==> src/rtl/mbsd_pkg.sv <==
// Package: shared types, decode codes and the instruction decode function.
package mbsd_pkg;

    localparam int unsigned WordW       = 32;
    localparam int unsigned ByteW       = 8;
    localparam int unsigned QueueDepth  = 2;

    typedef logic [WordW-1:0] word_t;

    // Word transaction between the byte packer, the queue and the decoder.
    typedef struct packed {
        logic  valid;
        word_t word;
    } word_xfer_t;

    typedef enum logic [5:0] {
        MN_UNKNOWN = 6'd0,
        MN_ADD     = 6'd1,  MN_ADDU    = 6'd2,  MN_AND     = 6'd3,
        MN_DIV     = 6'd4,  MN_DIVU    = 6'd5,  MN_JALR    = 6'd6,
        MN_JR      = 6'd7,  MN_MFHI    = 6'd8,  MN_MFLO    = 6'd9,
        MN_MTHI    = 6'd10, MN_MTLO    = 6'd11, MN_MULT    = 6'd12,
        MN_MULTU   = 6'd13, MN_NOR     = 6'd14, MN_OR      = 6'd15,
        MN_SLL     = 6'd16, MN_SLLV    = 6'd17, MN_SLT     = 6'd18,
        MN_SLTU    = 6'd19, MN_SRA     = 6'd20, MN_SRAV    = 6'd21,
        MN_SRL     = 6'd22, MN_SRLV    = 6'd23, MN_SUB     = 6'd24,
        MN_SUBU    = 6'd25, MN_SYSCALL = 6'd26, MN_XOR     = 6'd27,
        MN_ADDI    = 6'd28, MN_ADDIU   = 6'd29, MN_ANDI    = 6'd30,
        MN_BEQ     = 6'd31, MN_BNE     = 6'd32, MN_LB      = 6'd33,
        MN_LBU     = 6'd34, MN_LH      = 6'd35, MN_LHU     = 6'd36,
        MN_LUI     = 6'd37, MN_LW      = 6'd38, MN_ORI     = 6'd39,
        MN_SB      = 6'd40, MN_SLTI    = 6'd41, MN_SLTIU   = 6'd42,
        MN_SH      = 6'd43, MN_SW      = 6'd44, MN_XORI    = 6'd45,
        MN_J       = 6'd46, MN_JAL     = 6'd47
    } mnemonic_t;

    typedef enum logic [3:0] {
        FMT_NONE     = 4'd0,
        FMT_RD_RS_RT = 4'd1,
        FMT_RS_RT    = 4'd2,
        FMT_RD_RS    = 4'd3,
        FMT_RS       = 4'd4,
        FMT_RD       = 4'd5,
        FMT_RD_RT_SH = 4'd6,
        FMT_RD_RT_RS = 4'd7,
        FMT_RT_RS_IM = 4'd8,
        FMT_RT_OFF_B = 4'd9,
        FMT_RT_IM    = 4'd10,
        FMT_RS_RT_IM = 4'd11,
        FMT_TARGET   = 4'd12,
        FMT_UNKNOWN  = 4'd13
    } format_t;

    // Primary opcodes (bits 31..26)
    localparam logic [5:0] OP_SPECIAL = 6'd0;
    localparam logic [5:0] OP_J       = 6'd2;
    localparam logic [5:0] OP_JAL     = 6'd3;
    localparam logic [5:0] OP_BEQ     = 6'd4;
    localparam logic [5:0] OP_BNE     = 6'd5;
    localparam logic [5:0] OP_ADDI    = 6'd8;
    localparam logic [5:0] OP_ADDIU   = 6'd9;
    localparam logic [5:0] OP_SLTI    = 6'd10;
    localparam logic [5:0] OP_SLTIU   = 6'd11;
    localparam logic [5:0] OP_ANDI    = 6'd12;
    localparam logic [5:0] OP_ORI     = 6'd13;
    localparam logic [5:0] OP_XORI    = 6'd14;
    localparam logic [5:0] OP_LUI     = 6'd15;
    localparam logic [5:0] OP_LB      = 6'd32;
    localparam logic [5:0] OP_LH      = 6'd33;
    localparam logic [5:0] OP_LW      = 6'd35;
    localparam logic [5:0] OP_LBU     = 6'd36;
    localparam logic [5:0] OP_LHU     = 6'd37;
    localparam logic [5:0] OP_SB      = 6'd40;
    localparam logic [5:0] OP_SH      = 6'd41;
    localparam logic [5:0] OP_SW      = 6'd43;

    // Function codes (bits 5..0) under the special opcode
    localparam logic [5:0] FN_SLL     = 6'd0;
    localparam logic [5:0] FN_SRL     = 6'd2;
    localparam logic [5:0] FN_SRA     = 6'd3;
    localparam logic [5:0] FN_SLLV    = 6'd4;
    localparam logic [5:0] FN_SRLV    = 6'd6;
    localparam logic [5:0] FN_SRAV    = 6'd7;
    localparam logic [5:0] FN_JR      = 6'd8;
    localparam logic [5:0] FN_JALR    = 6'd9;
    localparam logic [5:0] FN_SYSCALL = 6'd12;
    localparam logic [5:0] FN_MFHI    = 6'd16;
    localparam logic [5:0] FN_MTHI    = 6'd17;
    localparam logic [5:0] FN_MFLO    = 6'd18;
    localparam logic [5:0] FN_MTLO    = 6'd19;
    localparam logic [5:0] FN_MULT    = 6'd24;
    localparam logic [5:0] FN_MULTU   = 6'd25;
    localparam logic [5:0] FN_DIV     = 6'd26;
    localparam logic [5:0] FN_DIVU    = 6'd27;
    localparam logic [5:0] FN_ADD     = 6'd32;
    localparam logic [5:0] FN_ADDU    = 6'd33;
    localparam logic [5:0] FN_SUB     = 6'd34;
    localparam logic [5:0] FN_SUBU    = 6'd35;
    localparam logic [5:0] FN_AND     = 6'd36;
    localparam logic [5:0] FN_OR      = 6'd37;
    localparam logic [5:0] FN_XOR     = 6'd38;
    localparam logic [5:0] FN_NOR     = 6'd39;
    localparam logic [5:0] FN_SLT     = 6'd42;
    localparam logic [5:0] FN_SLTU    = 6'd43;

    typedef struct packed {
        mnemonic_t mn;
        format_t   fmt;
    } decode_t;

    function automatic decode_t decode_word(input word_t w);
        decode_t    d;
        logic [5:0] op;
        logic [5:0] fn;
        op = w[31:26];
        fn = w[5:0];
        d.mn  = MN_UNKNOWN;
        d.fmt = FMT_UNKNOWN;
        if (op == OP_SPECIAL) begin
            case (fn)
                FN_ADD:     begin d.mn = MN_ADD;     d.fmt = FMT_RD_RS_RT; end
                FN_ADDU:    begin d.mn = MN_ADDU;    d.fmt = FMT_RD_RS_RT; end
                FN_AND:     begin d.mn = MN_AND;     d.fmt = FMT_RD_RS_RT; end
                FN_DIV:     begin d.mn = MN_DIV;     d.fmt = FMT_RS_RT;    end
                FN_DIVU:    begin d.mn = MN_DIVU;    d.fmt = FMT_RS_RT;    end
                FN_JALR:    begin d.mn = MN_JALR;    d.fmt = FMT_RD_RS;    end
                FN_JR:      begin d.mn = MN_JR;      d.fmt = FMT_RS;       end
                FN_MFHI:    begin d.mn = MN_MFHI;    d.fmt = FMT_RD;       end
                FN_MFLO:    begin d.mn = MN_MFLO;    d.fmt = FMT_RD;       end
                FN_MTHI:    begin d.mn = MN_MTHI;    d.fmt = FMT_RS;       end
                FN_MTLO:    begin d.mn = MN_MTLO;    d.fmt = FMT_RS;       end
                FN_MULT:    begin d.mn = MN_MULT;    d.fmt = FMT_RS_RT;    end
                FN_MULTU:   begin d.mn = MN_MULTU;   d.fmt = FMT_RS_RT;    end
                FN_NOR:     begin d.mn = MN_NOR;     d.fmt = FMT_RD_RS_RT; end
                FN_OR:      begin d.mn = MN_OR;      d.fmt = FMT_RD_RS_RT; end
                FN_SLL:     begin d.mn = MN_SLL;     d.fmt = FMT_RD_RT_SH; end
                FN_SLLV:    begin d.mn = MN_SLLV;    d.fmt = FMT_RD_RT_RS; end
                FN_SLT:     begin d.mn = MN_SLT;     d.fmt = FMT_RD_RS_RT; end
                FN_SLTU:    begin d.mn = MN_SLTU;    d.fmt = FMT_RD_RS_RT; end
                FN_SRA:     begin d.mn = MN_SRA;     d.fmt = FMT_RD_RT_SH; end
                FN_SRAV:    begin d.mn = MN_SRAV;    d.fmt = FMT_RD_RT_RS; end
                FN_SRL:     begin d.mn = MN_SRL;     d.fmt = FMT_RD_RT_SH; end
                FN_SRLV:    begin d.mn = MN_SRLV;    d.fmt = FMT_RD_RT_RS; end
                FN_SUB:     begin d.mn = MN_SUB;     d.fmt = FMT_RD_RS_RT; end
                FN_SUBU:    begin d.mn = MN_SUBU;    d.fmt = FMT_RD_RS_RT; end
                FN_SYSCALL: begin d.mn = MN_SYSCALL; d.fmt = FMT_NONE;     end
                FN_XOR:     begin d.mn = MN_XOR;     d.fmt = FMT_RD_RS_RT; end
                default:    begin d.mn = MN_UNKNOWN; d.fmt = FMT_UNKNOWN;  end
            endcase
        end
        else begin
            case (op)
                OP_ADDI:  begin d.mn = MN_ADDI;    d.fmt = FMT_RT_RS_IM; end
                OP_ADDIU: begin d.mn = MN_ADDIU;   d.fmt = FMT_RT_RS_IM; end
                OP_ANDI:  begin d.mn = MN_ANDI;    d.fmt = FMT_RT_RS_IM; end
                OP_BEQ:   begin d.mn = MN_BEQ;     d.fmt = FMT_RS_RT_IM; end
                OP_BNE:   begin d.mn = MN_BNE;     d.fmt = FMT_RS_RT_IM; end
                OP_LB:    begin d.mn = MN_LB;      d.fmt = FMT_RT_OFF_B; end
                OP_LBU:   begin d.mn = MN_LBU;     d.fmt = FMT_RT_OFF_B; end
                OP_LH:    begin d.mn = MN_LH;      d.fmt = FMT_RT_OFF_B; end
                OP_LHU:   begin d.mn = MN_LHU;     d.fmt = FMT_RT_OFF_B; end
                OP_LUI:   begin d.mn = MN_LUI;     d.fmt = FMT_RT_IM;    end
                OP_LW:    begin d.mn = MN_LW;      d.fmt = FMT_RT_OFF_B; end
                OP_ORI:   begin d.mn = MN_ORI;     d.fmt = FMT_RT_RS_IM; end
                OP_SB:    begin d.mn = MN_SB;      d.fmt = FMT_RT_OFF_B; end
                OP_SLTI:  begin d.mn = MN_SLTI;    d.fmt = FMT_RT_RS_IM; end
                OP_SLTIU: begin d.mn = MN_SLTIU;   d.fmt = FMT_RT_RS_IM; end
                OP_SH:    begin d.mn = MN_SH;      d.fmt = FMT_RT_OFF_B; end
                OP_SW:    begin d.mn = MN_SW;      d.fmt = FMT_RT_OFF_B; end
                OP_XORI:  begin d.mn = MN_XORI;    d.fmt = FMT_RT_RS_IM; end
                OP_J:     begin d.mn = MN_J;       d.fmt = FMT_TARGET;   end
                OP_JAL:   begin d.mn = MN_JAL;     d.fmt = FMT_TARGET;   end
                default:  begin d.mn = MN_UNKNOWN; d.fmt = FMT_UNKNOWN;  end
            endcase
        end
        return d;
    endfunction

endpackage

==> src/rtl/mbsd_front.sv <==
// Front end: packs bytes, MSB first, into 32-bit words for the queue.
module mbsd_front (
    input  logic                        clk,
    input  logic                        rst_n,
    input  logic                        in_valid,
    output logic                        in_ready,
    input  logic [mbsd_pkg::ByteW-1:0]  in_byte,
    output mbsd_pkg::word_xfer_t        push,
    input  logic                        push_ready
);
    import mbsd_pkg::*;

    logic [1:0]  pos_reg;
    logic [1:0]  pos_next;
    logic [23:0] partial_reg;
    logic [23:0] partial_next;
    logic        last_byte;
    logic        accept;

    assign last_byte = (pos_reg == 2'd3);
    // Only the closing byte needs room in the queue.
    assign in_ready  = !last_byte || push_ready;
    assign accept    = in_valid && in_ready;

    assign push.valid = in_valid && last_byte;
    assign push.word  = {partial_reg, in_byte};

    always_comb
    begin
        pos_next     = pos_reg;
        partial_next = partial_reg;
        if (accept) begin
            pos_next = pos_reg + 2'd1;
            if (last_byte) begin
                partial_next = '0;
            end
            else begin
                partial_next = {partial_reg[15:0], in_byte};
            end
        end
    end

    always_ff @(posedge clk or negedge rst_n)
    begin
        if (!rst_n) begin
            pos_reg     <= '0;
            partial_reg <= '0;
        end
        else begin
            pos_reg     <= pos_next;
            partial_reg <= partial_next;
        end
    end

endmodule

==> src/rtl/mbsd_queue.sv <==
// Short word queue decoupling the byte packer from the decoder.
module mbsd_queue #(
    parameter int unsigned Depth = mbsd_pkg::QueueDepth
) (
    input  logic                        clk,
    input  logic                        rst_n,
    input  mbsd_pkg::word_xfer_t        push,
    output logic                        push_ready,
    output mbsd_pkg::word_xfer_t        pop,
    input  logic                        pop_ready
);
    import mbsd_pkg::*;

    localparam int unsigned PtrW = (Depth > 1) ? $clog2(Depth) : 1;
    localparam int unsigned CntW = $clog2(Depth + 1);
    localparam logic [PtrW-1:0] LastPtr = PtrW'(Depth - 1);
    localparam logic [CntW-1:0] FullCnt = CntW'(Depth);

    word_t           mem [Depth];
    logic [PtrW-1:0] wr_ptr_reg;
    logic [PtrW-1:0] wr_ptr_next;
    logic [PtrW-1:0] rd_ptr_reg;
    logic [PtrW-1:0] rd_ptr_next;
    logic [CntW-1:0] count_reg;
    logic [CntW-1:0] count_next;
    logic            do_push;
    logic            do_pop;

    assign push_ready = (count_reg != FullCnt);
    assign pop.valid  = (count_reg != '0);
    assign pop.word   = mem[rd_ptr_reg];
    assign do_push    = push.valid && push_ready;
    assign do_pop     = pop.valid && pop_ready;

    always_comb
    begin
        wr_ptr_next = wr_ptr_reg;
        rd_ptr_next = rd_ptr_reg;
        count_next  = count_reg;
        if (do_push) begin
            wr_ptr_next = (wr_ptr_reg == LastPtr) ? '0 : wr_ptr_reg + PtrW'(1);
        end
        if (do_pop) begin
            rd_ptr_next = (rd_ptr_reg == LastPtr) ? '0 : rd_ptr_reg + PtrW'(1);
        end
        if (do_push && !do_pop) begin
            count_next = count_reg + CntW'(1);
        end
        else if (do_pop && !do_push) begin
            count_next = count_reg - CntW'(1);
        end
    end

    always_ff @(posedge clk)
    begin
        if (do_push) begin
            mem[wr_ptr_reg] <= push.word;
        end
    end

    always_ff @(posedge clk or negedge rst_n)
    begin
        if (!rst_n) begin
            wr_ptr_reg <= '0;
            rd_ptr_reg <= '0;
            count_reg  <= '0;
        end
        else begin
            wr_ptr_reg <= wr_ptr_next;
            rd_ptr_reg <= rd_ptr_next;
            count_reg  <= count_next;
        end
    end

endmodule

==> src/rtl/mbsd_back.sv <==
// Back end: decodes queued words into the registered result stage.
module mbsd_back (
    input  logic                        clk,
    input  logic                        rst_n,
    input  mbsd_pkg::word_xfer_t        pop,
    output logic                        pop_ready,
    output logic                        out_valid,
    input  logic                        out_ready,
    output logic [31:0]                 inst_number,
    output logic [31:0]                 raw_word,
    output logic [5:0]                  mnemonic_code,
    output logic [3:0]                  format_code
);
    import mbsd_pkg::*;

    logic        valid_reg;
    logic        valid_next;
    logic [31:0] counter_reg;
    logic [31:0] counter_next;
    logic [31:0] number_reg;
    word_t       word_reg;
    mnemonic_t   mn_reg;
    format_t     fmt_reg;
    decode_t     dec;
    logic        load;

    // Result stage reloads when empty or being drained this cycle.
    assign pop_ready = !valid_reg || out_ready;
    assign load      = pop.valid && pop_ready;
    assign dec       = decode_word(pop.word);

    always_comb
    begin
        valid_next   = valid_reg;
        counter_next = counter_reg;
        if (load) begin
            valid_next   = 1'b1;
            counter_next = counter_reg + 32'd1;
        end
        else if (out_ready) begin
            valid_next = 1'b0;
        end
    end

    always_ff @(posedge clk or negedge rst_n)
    begin
        if (!rst_n) begin
            valid_reg   <= 1'b0;
            counter_reg <= '0;
        end
        else begin
            valid_reg   <= valid_next;
            counter_reg <= counter_next;
        end
    end

    always_ff @(posedge clk)
    begin
        if (load) begin
            number_reg <= counter_reg;
            word_reg   <= pop.word;
            mn_reg     <= dec.mn;
            fmt_reg    <= dec.fmt;
        end
    end

    assign out_valid     = valid_reg;
    assign inst_number   = number_reg;
    assign raw_word      = word_reg;
    assign mnemonic_code = mn_reg;
    assign format_code   = fmt_reg;

endmodule

==> src/rtl/mips_byte_stream_instruction_decoder.sv <==
// Top level: byte-stream MIPS-I decoder (packer, word queue, decoder).
//
//  Channel | Direction | Handshake            | Payload
//  --------+-----------+----------------------+------------------------------------------
//  in      | input     | in_valid / in_ready  | in_byte
//  out     | output    | out_valid / out_ready| inst_number, raw_word, mnemonic_code,
//          |           |                      | format_code, reg_d, reg_s, reg_t,
//          |           |                      | shift_amount, immediate, jump_target
//
//  One byte transaction per cycle while in_ready is high; every fourth byte yields
//  one result transaction. A closing byte reaches out_valid through the queue, then
//  the result register that holds the decode.
//  rst_n is asynchronous: byte position, partial word, queue and counter clear to zero.
//  Downstream stalls fill the result register, then the queue; only then is a closing
//  byte held off. The first three bytes of a group are always taken.
module mips_byte_stream_instruction_decoder #(
    parameter int unsigned QueueDepth = mbsd_pkg::QueueDepth
) (
    input  logic               clk,
    input  logic               rst_n,
    input  logic               in_valid,
    output logic               in_ready,
    input  logic [7:0]         in_byte,
    output logic               out_valid,
    input  logic               out_ready,
    output logic [31:0]        inst_number,
    output logic [31:0]        raw_word,
    output logic [5:0]         mnemonic_code,
    output logic [3:0]         format_code,
    output logic [4:0]         reg_d,
    output logic [4:0]         reg_s,
    output logic [4:0]         reg_t,
    output logic [4:0]         shift_amount,
    output logic signed [15:0] immediate,
    output logic [25:0]        jump_target
);
    import mbsd_pkg::*;

    word_xfer_t push;
    word_xfer_t pop;
    logic       push_ready;
    logic       pop_ready;

    // Front: assembles big-endian words from the byte stream.
    mbsd_front u_front (
        .clk        (clk),
        .rst_n      (rst_n),
        .in_valid   (in_valid),
        .in_ready   (in_ready),
        .in_byte    (in_byte),
        .push       (push),
        .push_ready (push_ready)
    );

    // Queue: lets the packer and decoder stall independently.
    mbsd_queue #(
        .Depth (QueueDepth)
    ) u_queue (
        .clk        (clk),
        .rst_n      (rst_n),
        .push       (push),
        .push_ready (push_ready),
        .pop        (pop),
        .pop_ready  (pop_ready)
    );

    // Back: opcode/funct decode, instruction count and result register.
    mbsd_back u_back (
        .clk           (clk),
        .rst_n         (rst_n),
        .pop           (pop),
        .pop_ready     (pop_ready),
        .out_valid     (out_valid),
        .out_ready     (out_ready),
        .inst_number   (inst_number),
        .raw_word      (raw_word),
        .mnemonic_code (mnemonic_code),
        .format_code   (format_code)
    );

    // Bit fields are raw slices of the word, whatever the format.
    assign reg_d        = raw_word[15:11];
    assign reg_s        = raw_word[25:21];
    assign reg_t        = raw_word[20:16];
    assign shift_amount = raw_word[10:6];
    assign immediate    = raw_word[15:0];
    assign jump_target  = raw_word[25:0];

endmodule
==> config.mk <==
export PLATFORM = sky130hd
export DESIGN_NAME = mips_byte_stream_instruction_decoder
export DESIGN_NICKNAME = d
export VERILOG_FILES = /design/src/rtl/mbsd_pkg.sv /design/src/rtl/mbsd_front.sv /design/src/rtl/mbsd_queue.sv /design/src/rtl/mbsd_back.sv /design/src/rtl/mips_byte_stream_instruction_decoder.sv
export SDC_FILE = /design/constraint.sdc
export NUM_CORES = 1
export LEC_CHECK = 0
export CAP_MARGIN = 10
export CORE_MARGIN = 2
export CORE_UTILIZATION = 35
export DETAILED_ROUTE_END_ITERATION = 8
export DONT_BUFFER_PORTS = 1
export HOLD_SLACK_MARGIN = 0.03
export PLACE_DENSITY = 0.52
export SLEW_MARGIN = 15
export SYNTH_ARGS = -nofsm -noshare
export SYNTH_HDL_FRONTEND = slang
export SYNTH_SLANG_ARGS = --single-unit
==> constraint.sdc <==
create_clock -name clk -period 5.3 [get_ports clk]
set_input_delay 0.265 -clock clk [delete_from_list [all_inputs] [get_ports clk]]
set_output_delay 0.265 -clock clk [all_outputs]
set_load 0.01 [all_outputs]
==> reports/qor.csv <==
stage,metric,value,unit
run_status,outcome,"complete, no violations",
placement,place_hpwl,9580,um
floorplan,die_x,160,um
worst_setup_path,crit_family,flip-flops,
worst_setup_path,r2r_end,u_back.mnemonic_code[0],
worst_setup_path,timing.critical_path.buf_inv,2,
logic_synthesis,synth_ff_type,edfxtp_1,
placement,place_worst_setup_slack,1.81,ns
logic_synthesis,ys_ff_latch,201,
worst_setup_path,path_class,flip-flop to flip-flop,
sta,worst_slew_pin_slew,1.13,ns
logic_synthesis,syn_inst,585,
sta,setup_viol,0,
cts,htreeDepth,1,
detailed_routing,drtIter0Drc,193,
detailed_routing,drt-total-wl,15500,um
worst_setup_path,crit_start,u_queue.rd_ptr_reg,
worst_setup_path,cp-endpoint,u_back.mnemonic_code[0],
power_and_ir_drop,p_per_area,564,nW/um^2
detailed_routing,avgRoutedWirePerCell,17.6,um
layout,area_growth,8.27,%
worst_setup_path,path_cells,"buf_4, mux2i_1, inv_2, nand2_1, a211oi_1, a2111oi_0, a311oi_1",
sta,hold_viol_final,0,
flow_run,cap_violations,0,
worst_setup_path,slowest_stage,dfrtp_1,
sta,clock.fmax,286,MHz
logic_synthesis,synth_fp_nets,612,
worst_setup_path,r2r_start,u_queue.rd_ptr_reg,
worst_setup_path,required,5.51,ns
grt,grt_max_degree,82,
worst_setup_path,arrival,3.70,ns
sta,whs,0.284,ns
cts,ctsLongestPathBuffers,3,
worst_setup_path,path_depth,7,
placement,dpl.cell_count,828,
sta,fin_ws,1.81,ns
floorplan,dieArea,25600,sq um
placement,port_buffers,0,
cts,cts_resized,0,
logic_synthesis,synth_warnings,0,
detailed_routing,drc_errors,0,
cts,numCtsBuffers,22,
placement,gp_congestion,0.819,
floorplan,core-area,24100,sq um
placement,postPlaceCellArea,8390,sq um
layout,layout_common_cells,"edfxtp_1 (138), dfrtp_1 (63), mux2_2 (28)",
cts,cts_setup_buffers,0,
grt,grt_first_pass_wirelength,24800,um
sta,fin_skew,0.0215,ns
power_and_ir_drop,ir_drop,432,uV
sta,timing.final.crit_share,65.9,%
cts,cts_tree,built,
sta,setup_tns,0,ns
worst_setup_path,critPathLaunchType,flip-flop,
grt,overflow,0,
cts,cts_sinks,201,
grt,grt_usage,12.1,%
floorplan,start_util,35.4,%
grt,first_global_vias,4465,
power_and_ir_drop,leakage,3.46,nW
worst_setup_path,end_kind,flip-flop,
logic_synthesis,synth_cell_types,54,
logic_synthesis,async_reset_ff_share,31.3,%
layout,final_common_cell,edfxtp_1,
sta,min_period,3.49,ns
logic_synthesis,synth_area,8530,sq um
layout,max_flop_register,u_queue.mem,
layout,drive_above_1_share,16.5,%
sta,rsz0062_at_grt,no,
worst_setup_path,r2r.worst_path.cells,7,
layout,stdcell_area,9240,sq um
logic_synthesis,synth-edff-count,138,
layout,largest_reg_flops,64,
floorplan,io_pins,150,
power_and_ir_drop,p_total,5.21,mW
cts,root_buffer,clkbuf_16,
detailed_routing,dr.pass1.iters,5,
layout,post-route-util,38.3,%
grt,antenna_found_initial,2,
cts,clkLatencyLatePin,0.51,ns
floorplan,num_rows,57,
sta,max_slew_margin,24.5,%
floorplan,die_h,160,um
cts,clkTransAtPathRegs,0.06,ns
hold_path,hold_class,primary input to asynchronous set/reset pin,
layout,nets,567,
logic_synthesis,ys_seq_area_share,67.1,%
layout,finalNonFillerCells,881,
worst_setup_path,worst-path-max-fanout,27,
detailed_routing,detail-route-antenna-nets,0,
worst_setup_path,reg2reg_slack,1.81,ns
detailed_routing,viasPerCell,4.88,
logic_synthesis,syn_avg_cell_area,14.6,sq um
detailed_routing,vias,4300,
worst_setup_path,cpPeakStageDelay,1.09,ns
sta,final_max_slew_viol_count,0,
cts,postCtsHoldBufs,12,
cells by family after synthesis:
group                    synth area share (%)
flip-flops                               67.1
AND/OR/NAND/NOR                          6.92
buffers and inverters                    7.57
AO/OA/AOI/OAI                            7.55
XOR/XNOR                                 3.80
multiplexers                             4.88
adder cells (fa/ha/maj)                  2.20
worst min path at each step:
stage / slack, ns / start / depth (start not counted) / end
3_5_place_dp: -0.03 / rst_n / 0 / u_back.counter_reg[28]
2_1_floorplan: -0.03 / rst_n / 0 / u_back.counter_reg[0]
3_3_place_gp: -0.03 / rst_n / 0 / u_back.counter_reg[29]
5_1_grt: 0.32 / rst_n / 2 / u_back.counter_reg[29]
6_report: 0.28 / rst_n / 2 / u_back.counter_reg[28]
4_1_cts: 0.27 / rst_n / 2 / u_back.counter_reg[28]
metal layers:
metal / global-route usage (%) / vias to the layer above / part of all wire [%]
met5: 0 / - / 0.084
met2: 20.5 / 111 / 49
li1: - / 2000 / -
met4: 3.81 / 2 / 2.6
met1: 14.8 / 2153 / 43
met3: 3.74 / 34 / 5.7
synth_stat cells, types with 3 or more instances:
cell | instances | area (sq um)
mux2i_2 | 3 | 41.3
edfxtp_1 | 138 | 4140
nor2b_1 | 4 | 25.0
inv_2 | 4 | 15.0
nor2_1 | 26 | 97.6
buf_4 | 64 | 480
a21o_1 | 3 | 22.5
clkbuf_1 | 10 | 37.5
nor3_2 | 8 | 80.1
ha_1 | 15 | 188
a211oi_1 | 4 | 30.0
nand3_1 | 15 | 75.1
buf_1 | 3 | 11.3
a311oi_1 | 3 | 26.3
dfrtp_1 | 63 | 1580
nand4_1 | 6 | 37.5
nor3_1 | 4 | 20.0
nand2_1 | 23 | 86.3
a22o_1 | 24 | 210
inv_1 | 16 | 60.1
xnor2_1 | 16 | 140
a2111oi_0 | 3 | 26.3
mux2_2 | 28 | 315
o21ai_0 | 11 | 55.1
a31oi_1 | 3 | 18.8
o211ai_1 | 4 | 30.0
buf_2 | 6 | 30.0
a21oi_1 | 14 | 70.1
mux2i_1 | 6 | 60.1
a32o_1 | 3 | 30.0
xor2_1 | 21 | 184
final cells by class:
class	count	area, sq um
fill	2316	14900
clock buffer	32	618
timing repair buffer	15	160
inverter	20	75.1
multi-input combinational	280	2170
tap	324	405
antenna	1	2.50
clock inverter	8	82.6
sequential	201	5720
report_power, final:
part           internal [mW]  leakage, nW  total [mW]  switching [mW]
Sequential              2.25         2.10        2.77           0.520
Clock                  0.862        0.342        1.45           0.592
Combinational          0.381         1.01       0.980           0.598
Total                   3.50         3.46        5.21            1.71
No activity file was read; power rests on OpenSTA's default activity.
